**src/hdl/axis_following_error_monitor_unit_macros.svh**
```systemverilog
// ----------------------------------------------------------------------------
// Assertion macros for the following-error monitor
// Shared property shorthands for the blocks of the monitor.
// ----------------------------------------------------------------------------
`ifndef AXIS_FOLLOWING_ERROR_MONITOR_UNIT_MACROS_SVH
`define AXIS_FOLLOWING_ERROR_MONITOR_UNIT_MACROS_SVH

// same-cycle implication, disabled during reset
`define AFEM_ASSERT_IMPL(lbl, clk, rst, ante, cons) \
   lbl: assert property (@(posedge clk) disable iff (rst) (ante) |-> (cons)) \
      else $error("afem assertion failed");

// next-cycle implication, disabled during reset
`define AFEM_ASSERT_NEXT(lbl, clk, rst, ante, cons) \
   lbl: assert property (@(posedge clk) disable iff (rst) (ante) |=> (cons)) \
      else $error("afem assertion failed");

`endif

```
**src/hdl/afem_pkg.sv**
```systemverilog
// ----------------------------------------------------------------------------
// afem_pkg
// Types and constants shared by the following-error monitor blocks.
// ----------------------------------------------------------------------------
package afem_pkg;

   localparam int AXIS_W      = 2;
   localparam int POS_W       = 32;
   localparam int TIME_W      = 32;
   localparam int MAG_W       = 31;
   localparam int CNT_W       = 32;
   localparam int REQ_TUSER_W = 3;
   localparam int REQ_TDATA_W = 128;
   localparam int RSP_TDATA_W = 136;
   localparam int CSR_ADDR_W  = 2;
   localparam int CSR_DATA_W  = 32;
   localparam int QUEUE_DEPTH = 2;

   localparam logic CMD_UPDATE = 1'b0;
   localparam logic CMD_CLEAR  = 1'b1;

   localparam logic [CSR_ADDR_W-1:0] CSR_TOLERANCE    = 2'd0;
   localparam logic [CSR_ADDR_W-1:0] CSR_MIN_VELOCITY = 2'd1;
   localparam logic [CSR_ADDR_W-1:0] CSR_WARN_TIMEOUT = 2'd2;
   localparam logic [CSR_ADDR_W-1:0] CSR_CLEAR_HOLD   = 2'd3;

   localparam logic [MAG_W-1:0]  RST_TOLERANCE    = 31'd100;
   localparam logic [POS_W-1:0]  RST_MIN_VELOCITY = 32'd256;
   localparam logic [TIME_W-1:0] RST_WARN_TIMEOUT = 32'd500;
   localparam logic [TIME_W-1:0] RST_CLEAR_HOLD   = 32'd2000;

   localparam logic [1:0] STATUS_CODE_OK    = 2'd0;
   localparam logic [1:0] STATUS_CODE_WARN  = 2'd1;
   localparam logic [1:0] STATUS_CODE_ERROR = 2'd2;

   typedef enum logic [2:0] {
      ST_OK   = 3'b001,
      ST_WARN = 3'b010,
      ST_ERR  = 3'b100
   } status_type;

   typedef struct packed {
      logic [MAG_W-1:0]         tolerance_counts;
      logic signed [POS_W-1:0]  min_active_velocity;
      logic [TIME_W-1:0]        warning_timeout_ms;
      logic [TIME_W-1:0]        error_clear_hold_ms;
   } cfg_type;

   typedef struct packed {
      logic                     cmd;
      logic [AXIS_W-1:0]        axis;
      logic [POS_W-1:0]         deviation;
      logic [MAG_W-1:0]         abs_dev_sat;
      logic                     exceeds;
      logic                     moving;
      logic [TIME_W-1:0]        now_ms;
   } item_type;

   typedef struct packed {
      logic empty;
      logic full;
   } queue_status_type;

   typedef struct packed {
      logic [1:0]        status;
      logic [POS_W-1:0]  deviation;
      logic [MAG_W-1:0]  peak_deviation;
      logic [CNT_W-1:0]  warning_events;
      logic [CNT_W-1:0]  error_events;
      logic              alarm_raised;
      logic              alarm_cleared;
      logic              any_axis_alarm;
   } rsp_type;

   function automatic logic [1:0] status_code(status_type s);
      logic [1:0] code;
      unique case (s)
         ST_OK:   code = STATUS_CODE_OK;
         ST_WARN: code = STATUS_CODE_WARN;
         ST_ERR:  code = STATUS_CODE_ERROR;
         default: code = STATUS_CODE_OK;
      endcase
      return code;
   endfunction

endpackage

```
**src/hdl/afem_front.sv**
```systemverilog
// ----------------------------------------------------------------------------
// afem_front
// Accepts request beats, forms the saturated deviation and classifies it
// against tolerance and motion before queueing it for the back end.
// ----------------------------------------------------------------------------
module afem_front import afem_pkg::*; (
   input  cfg_type                  cfg,
   input  logic                     req_tvalid,
   output logic                     req_tready,
   input  logic [REQ_TUSER_W-1:0]   req_tuser,   // cmd, axis
   input  logic [REQ_TDATA_W-1:0]   req_tdata,   // expected, actual, velocity, now_ms
   input  queue_status_type         q_status,
   output logic                     push,
   output item_type                 push_item
);

   logic [POS_W-1:0]        cmd_pos;
   logic [POS_W-1:0]        meas_pos;
   logic signed [POS_W-1:0] velocity;
   logic [TIME_W-1:0]       now_ms;
   logic [POS_W:0]          diff;
   logic [POS_W-1:0]        dev;
   logic [POS_W-1:0]        abs_dev;

   assign cmd_pos  = req_tdata[31:0];
   assign meas_pos = req_tdata[63:32];
   assign velocity = req_tdata[95:64];
   assign now_ms   = req_tdata[127:96];

   assign req_tready = !q_status.full;
   assign push       = req_tvalid && req_tready;

   always_comb begin
      diff = {meas_pos[POS_W-1], meas_pos}
           - {cmd_pos[POS_W-1], cmd_pos};
      // clamp when the 33-bit difference overflows the signed 32-bit range
      if (diff[POS_W] != diff[POS_W-1]) begin
         dev = diff[POS_W] ? {1'b1, {(POS_W-1){1'b0}}} : {1'b0, {(POS_W-1){1'b1}}};
      end else begin
         dev = diff[POS_W-1:0];
      end
      abs_dev = dev[POS_W-1] ? (~dev + 1'b1) : dev;

      push_item.cmd         = req_tuser[0];
      push_item.axis        = req_tuser[2:1];
      push_item.deviation   = dev;
      push_item.abs_dev_sat = abs_dev[POS_W-1] ? {MAG_W{1'b1}} : abs_dev[MAG_W-1:0];
      push_item.exceeds     = abs_dev > {1'b0, cfg.tolerance_counts};
      push_item.moving      = velocity > cfg.min_active_velocity;
      push_item.now_ms      = now_ms;
   end

endmodule

```
**src/hdl/afem_queue.sv**
```systemverilog
// ----------------------------------------------------------------------------
// afem_queue
// Short register queue between the classifying front end and the back end.
// ----------------------------------------------------------------------------
module afem_queue import afem_pkg::*; (
   input  logic              clock,
   input  logic              reset,
   input  logic              push,
   input  item_type          push_item,
   input  logic              pop,
   output item_type          pop_item,
   output queue_status_type  q_status
);

   localparam int PW = (QUEUE_DEPTH > 1) ? $clog2(QUEUE_DEPTH) : 1;
   localparam int CW = $clog2(QUEUE_DEPTH + 1);

   item_type         entry_ff [QUEUE_DEPTH];
   logic [PW-1:0]    wr_ptr_ff, wr_ptr_in;
   logic [PW-1:0]    rd_ptr_ff, rd_ptr_in;
   logic [CW-1:0]    count_ff, count_in;

   function automatic logic [PW-1:0] next_ptr(logic [PW-1:0] p);
      return (p == PW'(QUEUE_DEPTH - 1)) ? '0 : p + 1'b1;
   endfunction

   assign q_status.empty = (count_ff == '0);
   assign q_status.full  = (count_ff == CW'(QUEUE_DEPTH));
   assign pop_item       = entry_ff[rd_ptr_ff];

   always_comb begin
      wr_ptr_in = push ? next_ptr(wr_ptr_ff) : wr_ptr_ff;
      rd_ptr_in = pop ? next_ptr(rd_ptr_ff) : rd_ptr_ff;
      count_in  = count_ff;
      if (push && !pop) begin
         count_in = count_ff + 1'b1;
      end else if (pop && !push) begin
         count_in = count_ff - 1'b1;
      end
   end

   always_ff @(posedge clock) begin
      if (reset) begin
         wr_ptr_ff <= '0;
         rd_ptr_ff <= '0;
         count_ff  <= '0;
      end else begin
         wr_ptr_ff <= wr_ptr_in;
         rd_ptr_ff <= rd_ptr_in;
         count_ff  <= count_in;
      end
   end

   always_ff @(posedge clock) begin
      if (push) begin
         entry_ff[wr_ptr_ff] <= push_item;
      end
   end

endmodule

```
**src/hdl/afem_back.sv**
```systemverilog
// ----------------------------------------------------------------------------
// afem_back
// Per-axis status machine, peak and event counters; one queued item is
// retired per cycle into the response register unless the response stalls.
// ----------------------------------------------------------------------------
`include "axis_following_error_monitor_unit_macros.svh"

module afem_back import afem_pkg::*; #(
   parameter int NUM_AXES = 4
) (
   input  logic              clock,
   input  logic              reset,
   input  cfg_type           cfg,
   input  queue_status_type  q_status,
   input  item_type          pop_item,
   output logic              pop,
   output logic              rsp_tvalid,
   input  logic              rsp_tready,
   output rsp_type           rsp_data
);

   localparam int IW = (NUM_AXES > 1) ? $clog2(NUM_AXES) : 1;

   status_type        status_ff [NUM_AXES];
   logic [TIME_W-1:0] start_ff  [NUM_AXES];
   logic [MAG_W-1:0]  peak_ff   [NUM_AXES];
   logic [CNT_W-1:0]  wcnt_ff   [NUM_AXES];
   logic [CNT_W-1:0]  ecnt_ff   [NUM_AXES];

   logic              rsp_valid_ff, rsp_valid_in;
   rsp_type           rsp_ff, rsp_in;

   logic              in_range;
   logic [IW-1:0]     idx;
   status_type        cur_status, nxt_status;
   logic [TIME_W-1:0] cur_start, nxt_start;
   logic [MAG_W-1:0]  cur_peak, nxt_peak;
   logic [CNT_W-1:0]  cur_wcnt, nxt_wcnt;
   logic [CNT_W-1:0]  cur_ecnt, nxt_ecnt;
   logic [TIME_W-1:0] elapsed;
   logic              raised, cleared;
   logic [NUM_AXES-1:0] cur_err_vec, nxt_err_vec;

   assign pop        = !q_status.empty && (!rsp_valid_ff || rsp_tready);
   assign rsp_tvalid = rsp_valid_ff;
   assign rsp_data   = rsp_ff;

   assign in_range = 32'(pop_item.axis) < NUM_AXES;
   assign idx      = IW'(pop_item.axis);

   always_comb begin
      if (in_range) begin
         cur_status = status_ff[idx];
         cur_start  = start_ff[idx];
         cur_peak   = peak_ff[idx];
         cur_wcnt   = wcnt_ff[idx];
         cur_ecnt   = ecnt_ff[idx];
      end else begin
         cur_status = ST_OK;
         cur_start  = '0;
         cur_peak   = '0;
         cur_wcnt   = '0;
         cur_ecnt   = '0;
      end
      elapsed    = pop_item.now_ms - cur_start;
      nxt_status = cur_status;
      nxt_start  = cur_start;
      nxt_peak   = cur_peak;
      nxt_wcnt   = cur_wcnt;
      nxt_ecnt   = cur_ecnt;
      raised     = 1'b0;
      cleared    = 1'b0;

      if (pop_item.cmd == CMD_CLEAR) begin
         nxt_status = ST_OK;
         nxt_start  = '0;
         nxt_peak   = '0;
      end else begin
         if (pop_item.abs_dev_sat > cur_peak) begin
            nxt_peak = pop_item.abs_dev_sat;
         end
         unique case (cur_status)
            ST_OK: begin
               if (pop_item.moving && pop_item.exceeds) begin
                  nxt_status = ST_WARN;
                  nxt_start  = pop_item.now_ms;
                  nxt_wcnt   = cur_wcnt + 1'b1;
               end
            end
            ST_WARN: begin
               priority if (!pop_item.exceeds) begin
                  nxt_status = ST_OK;
               end else if (elapsed > cfg.warning_timeout_ms) begin
                  nxt_status = ST_ERR;
                  nxt_ecnt   = cur_ecnt + 1'b1;
                  raised     = 1'b1;
               end else if (!pop_item.moving) begin
                  nxt_status = ST_OK;
               end else begin
                  nxt_status = ST_WARN;
               end
            end
            ST_ERR: begin
               if (!pop_item.exceeds && elapsed > cfg.error_clear_hold_ms) begin
                  nxt_status = ST_OK;
                  cleared    = 1'b1;
               end
            end
            default: nxt_status = ST_OK;
         endcase
      end
   end

   // error flags of all axes, with the addressed axis taken after this step
   always_comb begin
      for (int i = 0; i < NUM_AXES; i++) begin
         cur_err_vec[i] = (status_ff[i] == ST_ERR);
         if (in_range && idx == IW'(i)) begin
            nxt_err_vec[i] = (nxt_status == ST_ERR);
         end else begin
            nxt_err_vec[i] = cur_err_vec[i];
         end
      end
   end

   always_comb begin
      rsp_in = rsp_ff;
      if (pop) begin
         rsp_in.status         = in_range ? status_code(nxt_status) : STATUS_CODE_OK;
         rsp_in.deviation      = (in_range && pop_item.cmd == CMD_UPDATE) ?
                                 pop_item.deviation : '0;
         rsp_in.peak_deviation = in_range ? nxt_peak : '0;
         rsp_in.warning_events = in_range ? nxt_wcnt : '0;
         rsp_in.error_events   = in_range ? nxt_ecnt : '0;
         rsp_in.alarm_raised   = in_range && raised;
         rsp_in.alarm_cleared  = in_range && cleared;
         rsp_in.any_axis_alarm = |nxt_err_vec;
      end
      if (pop) begin
         rsp_valid_in = 1'b1;
      end else if (rsp_tready) begin
         rsp_valid_in = 1'b0;
      end else begin
         rsp_valid_in = rsp_valid_ff;
      end
   end

   always_ff @(posedge clock) begin
      if (reset) begin
         rsp_valid_ff <= 1'b0;
         for (int i = 0; i < NUM_AXES; i++) begin
            status_ff[i] <= ST_OK;
            start_ff[i]  <= '0;
            peak_ff[i]   <= '0;
            wcnt_ff[i]   <= '0;
            ecnt_ff[i]   <= '0;
         end
      end else begin
         rsp_valid_ff <= rsp_valid_in;
         if (pop && in_range) begin
            status_ff[idx] <= nxt_status;
            start_ff[idx]  <= nxt_start;
            peak_ff[idx]   <= nxt_peak;
            wcnt_ff[idx]   <= nxt_wcnt;
            ecnt_ff[idx]   <= nxt_ecnt;
         end
      end
   end

   always_ff @(posedge clock) begin
      rsp_ff <= rsp_in;
   end

   `AFEM_ASSERT_IMPL(a_any_alarm_tracks_state, clock, reset, rsp_valid_ff,
                     rsp_ff.any_axis_alarm == (|cur_err_vec))
   `AFEM_ASSERT_IMPL(a_raised_is_error, clock, reset, rsp_valid_ff && rsp_ff.alarm_raised,
                     rsp_ff.status == STATUS_CODE_ERROR)
   `AFEM_ASSERT_IMPL(a_cleared_is_ok, clock, reset, rsp_valid_ff && rsp_ff.alarm_cleared,
                     rsp_ff.status == STATUS_CODE_OK && !rsp_ff.alarm_raised)
   `AFEM_ASSERT_IMPL(a_pop_needs_item, clock, reset, pop, !q_status.empty)

endmodule

```
**src/hdl/axis_following_error_monitor_unit.sv**
```systemverilog
// ----------------------------------------------------------------------------
// axis_following_error_monitor_unit
// Per-axis following-error monitor: deviation, peak and ok/warning/error
// status for each axis, one response beat per request beat.
// ----------------------------------------------------------------------------
//   channel | direction | handshake           | payload
//   req_    | in        | req_tvalid/tready   | tuser: cmd, axis; tdata: positions, vel, time
//   rsp_    | out       | rsp_tvalid/tready   | tdata: status ... any_axis_alarm
//   csr_    | in        | csr_we              | csr_addr, csr_wdata
//
// One request beat per clock is sustained while rsp_tready is high; the back
// end retires one queued item per cycle with all per-axis state held in flip-flops.
// Each request beat passes through a queue entry and then the response register.
// Reset is synchronous and clears all axis state.
// A response stall fills the two-entry queue before req_tready drops.
// ----------------------------------------------------------------------------
module axis_following_error_monitor_unit import afem_pkg::*; #(
   parameter int NUM_AXES = 4
) (
   input  logic                    clock,
   input  logic                    reset,
   input  logic                    req_tvalid,
   output logic                    req_tready,
   // [0] cmd, [2:1] axis
   input  logic [REQ_TUSER_W-1:0]  req_tuser,
   // [31:0] commanded position, [63:32] measured position,
   // [95:64] velocity, [127:96] now_ms
   input  logic [REQ_TDATA_W-1:0]  req_tdata,
   output logic                    rsp_tvalid,
   input  logic                    rsp_tready,
   // [1:0] status, [33:2] deviation, [64:34] peak_deviation,
   // [96:65] warning_events, [128:97] error_events, [129] alarm_raised,
   // [130] alarm_cleared, [131] any_axis_alarm, [135:132] zero
   output logic [RSP_TDATA_W-1:0]  rsp_tdata,
   input  logic                    csr_we,
   input  logic [CSR_ADDR_W-1:0]   csr_addr,
   input  logic [CSR_DATA_W-1:0]   csr_wdata
);

   cfg_type           cfg_ff, cfg_in;
   queue_status_type  q_status;
   logic              push, pop;
   item_type          push_item, pop_item;
   rsp_type           rsp_data;

   always_comb begin
      cfg_in = cfg_ff;
      if (csr_we) begin
         unique case (csr_addr)
            CSR_TOLERANCE:    cfg_in.tolerance_counts    = csr_wdata[MAG_W-1:0];
            CSR_MIN_VELOCITY: cfg_in.min_active_velocity = csr_wdata;
            CSR_WARN_TIMEOUT: cfg_in.warning_timeout_ms  = csr_wdata;
            CSR_CLEAR_HOLD:   cfg_in.error_clear_hold_ms = csr_wdata;
            default:          cfg_in = cfg_ff;
         endcase
      end
   end

   always_ff @(posedge clock) begin
      if (reset) begin
         cfg_ff.tolerance_counts    <= RST_TOLERANCE;
         cfg_ff.min_active_velocity <= RST_MIN_VELOCITY;
         cfg_ff.warning_timeout_ms  <= RST_WARN_TIMEOUT;
         cfg_ff.error_clear_hold_ms <= RST_CLEAR_HOLD;
      end else begin
         cfg_ff <= cfg_in;
      end
   end

   afem_front u_front (
      .cfg        (cfg_ff),
      .req_tvalid (req_tvalid),
      .req_tready (req_tready),
      .req_tuser  (req_tuser),
      .req_tdata  (req_tdata),
      .q_status   (q_status),
      .push       (push),
      .push_item  (push_item)
   );

   afem_queue u_queue (
      .clock      (clock),
      .reset      (reset),
      .push       (push),
      .push_item  (push_item),
      .pop        (pop),
      .pop_item   (pop_item),
      .q_status   (q_status)
   );

   afem_back #(
      .NUM_AXES   (NUM_AXES)
   ) u_back (
      .clock      (clock),
      .reset      (reset),
      .cfg        (cfg_ff),
      .q_status   (q_status),
      .pop_item   (pop_item),
      .pop        (pop),
      .rsp_tvalid (rsp_tvalid),
      .rsp_tready (rsp_tready),
      .rsp_data   (rsp_data)
   );

   assign rsp_tdata = {4'b0000,
                       rsp_data.any_axis_alarm,
                       rsp_data.alarm_cleared,
                       rsp_data.alarm_raised,
                       rsp_data.error_events,
                       rsp_data.warning_events,
                       rsp_data.peak_deviation,
                       rsp_data.deviation,
                       rsp_data.status};

endmodule
```
**config.mk**
```make
export PLATFORM = sky130hd
export DESIGN_NAME = axis_following_error_monitor_unit
export DESIGN_NICKNAME = d
export VERILOG_FILES = /design/src/hdl/afem_pkg.sv /design/src/hdl/afem_front.sv /design/src/hdl/afem_queue.sv /design/src/hdl/afem_back.sv /design/src/hdl/axis_following_error_monitor_unit.sv
export VERILOG_INCLUDE_DIRS = /design/src /design/src/hdl
export SDC_FILE = /design/constraint.sdc
export NUM_CORES = 2
export LEC_CHECK = 0
export ABC_AREA = 1
export BUFFER_PORTS_ARGS = -buffer_cell sky130_fd_sc_hd__buf_4
export CORE_ASPECT_RATIO = 1.5
export CORE_UTILIZATION = 66
export DETAILED_ROUTE_END_ITERATION = 7
export PLACE_DENSITY = 0.95
export SYNTH_ARGS = -nofsm -noshare
export SYNTH_HDL_FRONTEND = slang
export SYNTH_SLANG_ARGS = --single-unit
```
**constraint.sdc**
```tcl
create_clock -name clock -period 40.9 [get_ports clock]
set_input_delay 2.045 -clock clock [delete_from_list [all_inputs] [get_ports clock]]
set_output_delay 2.045 -clock clock [all_outputs]
set_load 0.1 [all_outputs]
```
## After elaboration in Yosys (flattened, before gate mapping)

Memories as Yosys holds them, arrays and structs flattened. A register that Yosys moved wholly into a read port is not among the register bits.
Cells that the tools add are included.
Widths: inputs -> output; s select.

- RAM bits: 720
- Memories kept: 6
- Flip-flop bits (word level): 264
- Word-level logic and storage cells: 147

- Mux-type cells: 60
- Bitwise gates (word level): 4
- Reductions and logical operators: 30
- $add $sub $neg: 9
- Equality and inequality tests: 17
- $lt $le $gt $ge: 5

Memory list:

| name | words | bits a word | read ports | clocked after memory_dff | wr ports | RTL line | RTL |
|---|---|---|---|---|---|---|---|
| u_queue.entry_ff | 2 | 100 | 1 | 1 | 1 | afem_queue.sv:18 | `item_type entry_ff [QUEUE_DEPTH];` |
| u_back.ecnt_ff | 4 | 32 | 1 | 0 | 4 | afem_back.sv:28 | `logic [CNT_W-1:0] ecnt_ff [NUM_AXES];` |
| u_back.start_ff | 4 | 32 | 1 | 0 | 4 | afem_back.sv:25 | `logic [TIME_W-1:0] start_ff [NUM_AXES];` |
| u_back.wcnt_ff | 4 | 32 | 1 | 0 | 4 | afem_back.sv:27 | `logic [CNT_W-1:0] wcnt_ff [NUM_AXES];` |
| u_back.peak_ff | 4 | 31 | 1 | 0 | 4 | afem_back.sv:26 | `logic [MAG_W-1:0] peak_ff [NUM_AXES];` |
| u_back.status_ff | 4 | 3 | 5 | 0 | 4 | afem_back.sv:24 | `status_type status_ff [NUM_AXES];` |

Operators by type and width:

| operator | number |
|---|---|
| $mux 32 | 16 |
| $mux 31 | 4 |
| $add 32x1->32 const B | 3 |
| $gt 32x32->1 | 3 |
| $reduce_or 32->1 | 3 |
| $sub 32x32->33 | 1 |
| $gt 32x31->1 | 1 |
| $not 32->32 | 1 |
| $sub 32x32->32 | 1 |
| $gt 31x31->1 | 1 |
| $reduce_or 31->1 | 1 |
| $mux 1 | 24 |
| $eq 3x3->1 const B | 6 |
| $mux 3 | 6 |
| $mux 2 | 8 |
| $eq 2x2->1 const B | 5 |
| $pmux 3 s3 | 1 |
| $reduce_and 2->1 | 4 |
| $eq 3x2->1 const B | 2 |
| $logic_and 1x1->1 | 6 |
| $logic_not 1->1 | 6 |
| $logic_not 2->1 | 3 |
| $reduce_or 3->1 | 2 |
| $eq 2x1->1 const B | 2 |
| 11 further kinds | 15 |

## Logic depth before layout (Yosys ltp)

An unclocked memory read counts as a cell.

- Depth after elaboration: 10
- Mapped depth: 40
- Gate-level depth less buffers: 38

## Cells and area by module

Synthesis repeated with hierarchy kept, for this count alone.

- Cell total of the unflattened synthesis: 5593
- Area, all modules: 52196.3 um^2

Modules (own cells, without submodules):

| module | sequential area each (um^2) | area an instance (um^2) | cells an instance | instances |
|---|---|---|---|---|
| afem_back | 19598.8 | 33153.0 | 3367 | 1 |
| afem_queue | 6105.9 | 7945.1 | 344 | 1 |
| afem_front | 0.0 | 5878.1 | 1092 | 1 |
| axis_following_error_monitor_unit | 2542.4 | 5220.0 | 790 | 1 |

## Worst setup path after synthesis

Ideal clock, no wire load.

- Path type: in2reg
- Start: input port rsp_tready
- End: memory u_back.ecnt_ff[3][0], enable pin
- Cell stages on the path: 4
- Setup time: 798 ps
- Path buffers: 0
- Data arrival time: 18750 ps
- Setup slack: 21352 ps
- Data required time: 40102 ps
- Cells stage by stage: nor2_1 -> a21oi_1 -> inv_1 -> o21ai_0

RTL lines:

| element | RTL line | RTL |
|---|---|---|
| start, declared | axis_following_error_monitor_unit.sv:30 | `input logic rsp_tready,` |
| end, declared | afem_back.sv:28 |  |

==> flow_summary.yaml <==
outcome:
  outcome: "completed"
layout:
  area_delta_synth_final_pct: 11.6
  final_nets: 5932
  n_fill_cell: 4961
  final-instance-count-excl-fill: 6599
  num_antenna_cells: 0
  register_area_sq_mm: 0.0283
  drive_gt1_frac: 0.109
  multi_input_area_sq_mm: 0.0184
die:
  design.die.area_sq_mm: 0.0772
  die_w_microns: 227
  core_sq_mm: 0.0751
  die_h_microns: 340
  row_count: 123
  start_util: 0.668
  ios: 308
detailed_routing:
  first_iter_violations: 5098
  first_pass_iters: 8
  num_vias: 40600
  ant_nets: 0
  finalWirelength_mm: 141
  wl_per_cell_microns: 21.3
  drc_errors: 0
  via_per_inst: 6.16
synth:
  yosysSeqAreaShare: 0.563
  synth-xor-area-share: 0.0126
  synthTopCellsByArea: "edfxtp_1, nand2_1, ha_1, nor2_1, dfxtp_1"
  synth-edff-count: 852
  synthArstFlopShare: 0
  syn_inst: 5310
  synth_top_family_by_area: "simple AND/OR/NAND/NOR gates"
  yosys.area.top_type: "edfxtp_1"
  ys_warn_count: 0
  synthAdderAreaFrac: 0.0574
  synth.most_common_cell: "nand2_1"
  syn_area_sq_mm: 0.0502
  synth_common_cells: "nand2_1, edfxtp_1, nor2_1"
  synthMuxAreaShare: 0.00618
  avgSynthCellArea_sq_um: 9.45
  synth-simple-area-share: 0.190
  synth_cell_types: 71
  ys_seq_elements: 985
  ys.flop_type: "edfxtp_1"
  synth_compound_area_frac: 0.0982
  synth_top_area_frac: 0.510
setup_path:
  crit_end: "u_back.ecnt_ff[0][23]$_SDFFCE_PN0P_"
  crit_type: "register to register"
  end_kind: "register"
  start_kind: "register"
  crit_path_max_fanout: 77
  crit_slowest_cell: "dfxtp_4"
  cp_num_cells: 36
  reg2regPathDepth: 36
  path_buf_inv: 6
  cp_top_family: "simple AND/OR/NAND/NOR gates"
  max_stage_delay_ns: 0.92
  crit_arrival_ns: 9.27
  worstPathRequired_ns: 41.28
  r2r_end: "u_back.ecnt_ff[0][23]$_SDFFCE_PN0P_"
  worst_path_most_repeated_cell: "nand2_1"
  r2r_slack_ns: 32.01
global_route:
  overflow: 0
  grt_util_all_layers: 0.363
  grt_max_degree: 138
  grt_pass1_wl_mm: 214
  grt_pass1_vias: 40800
  antenna_found_initial: 4
worst_hold_path:
  hp-class: "register to register"
  whs_path_depth: 2
  hp-start: "cfg_ff[67]$_SDFFE_PP0P_"
pwr:
  power_per_cell_area_mw_per_mm2: 87.5
  p_leak_uw: 0.0239
  ir_worst_vdd_mv: 0.0735
clock_tree:
  cts_resized: 0
  cts_sinks: 985
  h-tree-depth: 3
  clk_latency_ns: 0.68
  cts_hold_buf: 0
  cts_max_path_buffers: 3
  post-cts-setup-buffer-count: 0
  cts_buffers: 86
  clkSlewWorstSetupHoldPaths_ns: 0.07
  tritoncts: "yes"
  root_buffer: "clkbuf_16"
timing:
  fmax_mhz: 112
  period_share: 0.217
  fin_crit_ns: 8.89
  setup_tns_ns: 0
  finalMaxSlewViolations: 0
  hold_viol: 0
  final-setup-viol-count: 0
  hold_ws_ns: 0.463
  finClkSkew_ns: 0.0416
  maxSlewHeadroom: 0.163
  worstMarginPinSlew_ns: 1.25
  rsz0062_at_grt: "no"
placed_design:
  port-buffer-count: 303
  dp.cells: 6445
  gp_congestion: 0.983
  hpwl_mm: 92.7
job:
  cap_violations: 0
==> cell families (layout without fill, tap and decap cells) <==
group | after synthesis | count (layout)
mux | 31 | 31
buf+inv | 930 | 1216
simple gates | 2229 | 2229
flops | 985 | 985
other cells | 1 | 4
fa+ha+maj | 229 | 229
compound gates | 837 | 837
xor+xnor | 68 | 68
==> layout make-up <==
| cell class | count | share of cell area |
|---|---|---|
| sequential | 985 | 0.504 |
| multi-input combinational | 3398 | 0.328 |
| inverter | 725 | 0.0489 |
| timing repair buffer | 337 | 0.0454 |
| clock buffer | 111 | 0.0423 |
| tap | 1000 | 0.0223 |
| clock inverter | 43 | 0.00889 |
==> how the worst min path moves through the flow <==
stage                                          to  slack (ns)
after floorplan                          register        0.43
after global placement                   register        0.42
after detailed placement  cfg_ff[68]$_SDFFE_PP0P_        0.45
after CTS                 cfg_ff[68]$_SDFFE_PP0P_        0.46
after global routing      cfg_ff[68]$_SDFFE_PP0P_        0.47
final                     cfg_ff[67]$_SDFFE_PP0P_        0.46
==> worst min-delay path: cells and delay by family, from the launching register on <==
family | cells | cell delay [ns]
buffers and inverters | 1 | 0.06
AO/OA/AOI/OAI | 1 | 0.06
flip-flops | 1 | 0.30
==> sequential cells by signal (all words and copies together), names as in the netlist, named ones only <==
register           flops
u_back.rsp_data      132
u_back.peak_ff       124
cfg_ff               127
u_back.rsp_tvalid      1
u_back.ecnt_ff       128
u_back.status_ff      12
u_back.wcnt_ff       128
u_queue.wr_ptr_ff      1
u_queue.entry_ff     200
u_queue.count_ff       2
u_back.start_ff      128
u_queue.rd_ptr_ff      1
==> through the flow <==
step | total power, uW | setup slack (ns) | cell area, sq um | utilization
CTS | 4840 | 32.14 | 56000 | 0.746
global route | 5130 | 31.32 | 56000 | 0.746
floorplan | 3330 | 21.35 | 50200 | -
global placement | 3910 | 32.35 | 53200 | 0.708
detailed placement | 3990 | 32.15 | 53200 | 0.708
finish | 4900 | 32.01 | 56000 | 0.746
==> layout by cell type (no fill, tap or decap), types with 8 or more instances in the layout <==
cell type	n
nand2_1	1042
edfxtp_1	852
nor2_1	712
inv_1	696
buf_4	336
a21oi_1	328
o21ai_0	235
nand3_1	230
ha_1	227
dfxtp_1	132
clkbuf_16	89
a22oi_1	73
nand4_1	59
xor2_1	47
a221oi_1	41
nor3_1	35
o22ai_1	33
a22o_1	31
mux2i_1	31
o21a_1	31
nand3b_1	24
nor3_2	24
inv_2	21
or2_2	20
xnor2_1	16
clkbuf_1	16
nor2_4	14
o211ai_1	14
clkinv_2	13
nand3_2	11
o21bai_1	11
nor2_2	10
clkinv_1	10
nor4_1	9
bufinv_16	9
a21o_1	8
==> routing by layer <==
| metal | GRT usage | up-vias | wire [microns] |
|---|---|---|---|
| met5 | 0 | - | 36 |
| met4 | 0.255 | 6 | 10600 |
| met3 | 0.0680 | 631 | 14400 |
| met2 | 0.611 | 2763 | 68700 |
| met1 | 0.414 | 18900 | 47000 |
| li1 | - | 18300 | - |
==> report_power, final <==
group | leakage (uW) | internal, uW | switching (uW)
combinational | 0.0128 | 654 | 1930
clock | 0.00140 | 469 | 372
sequential | 0.00965 | 1400 | 84.7
total | 0.0239 | 2520 | 2380
Power figures use the tool's default switching activity.
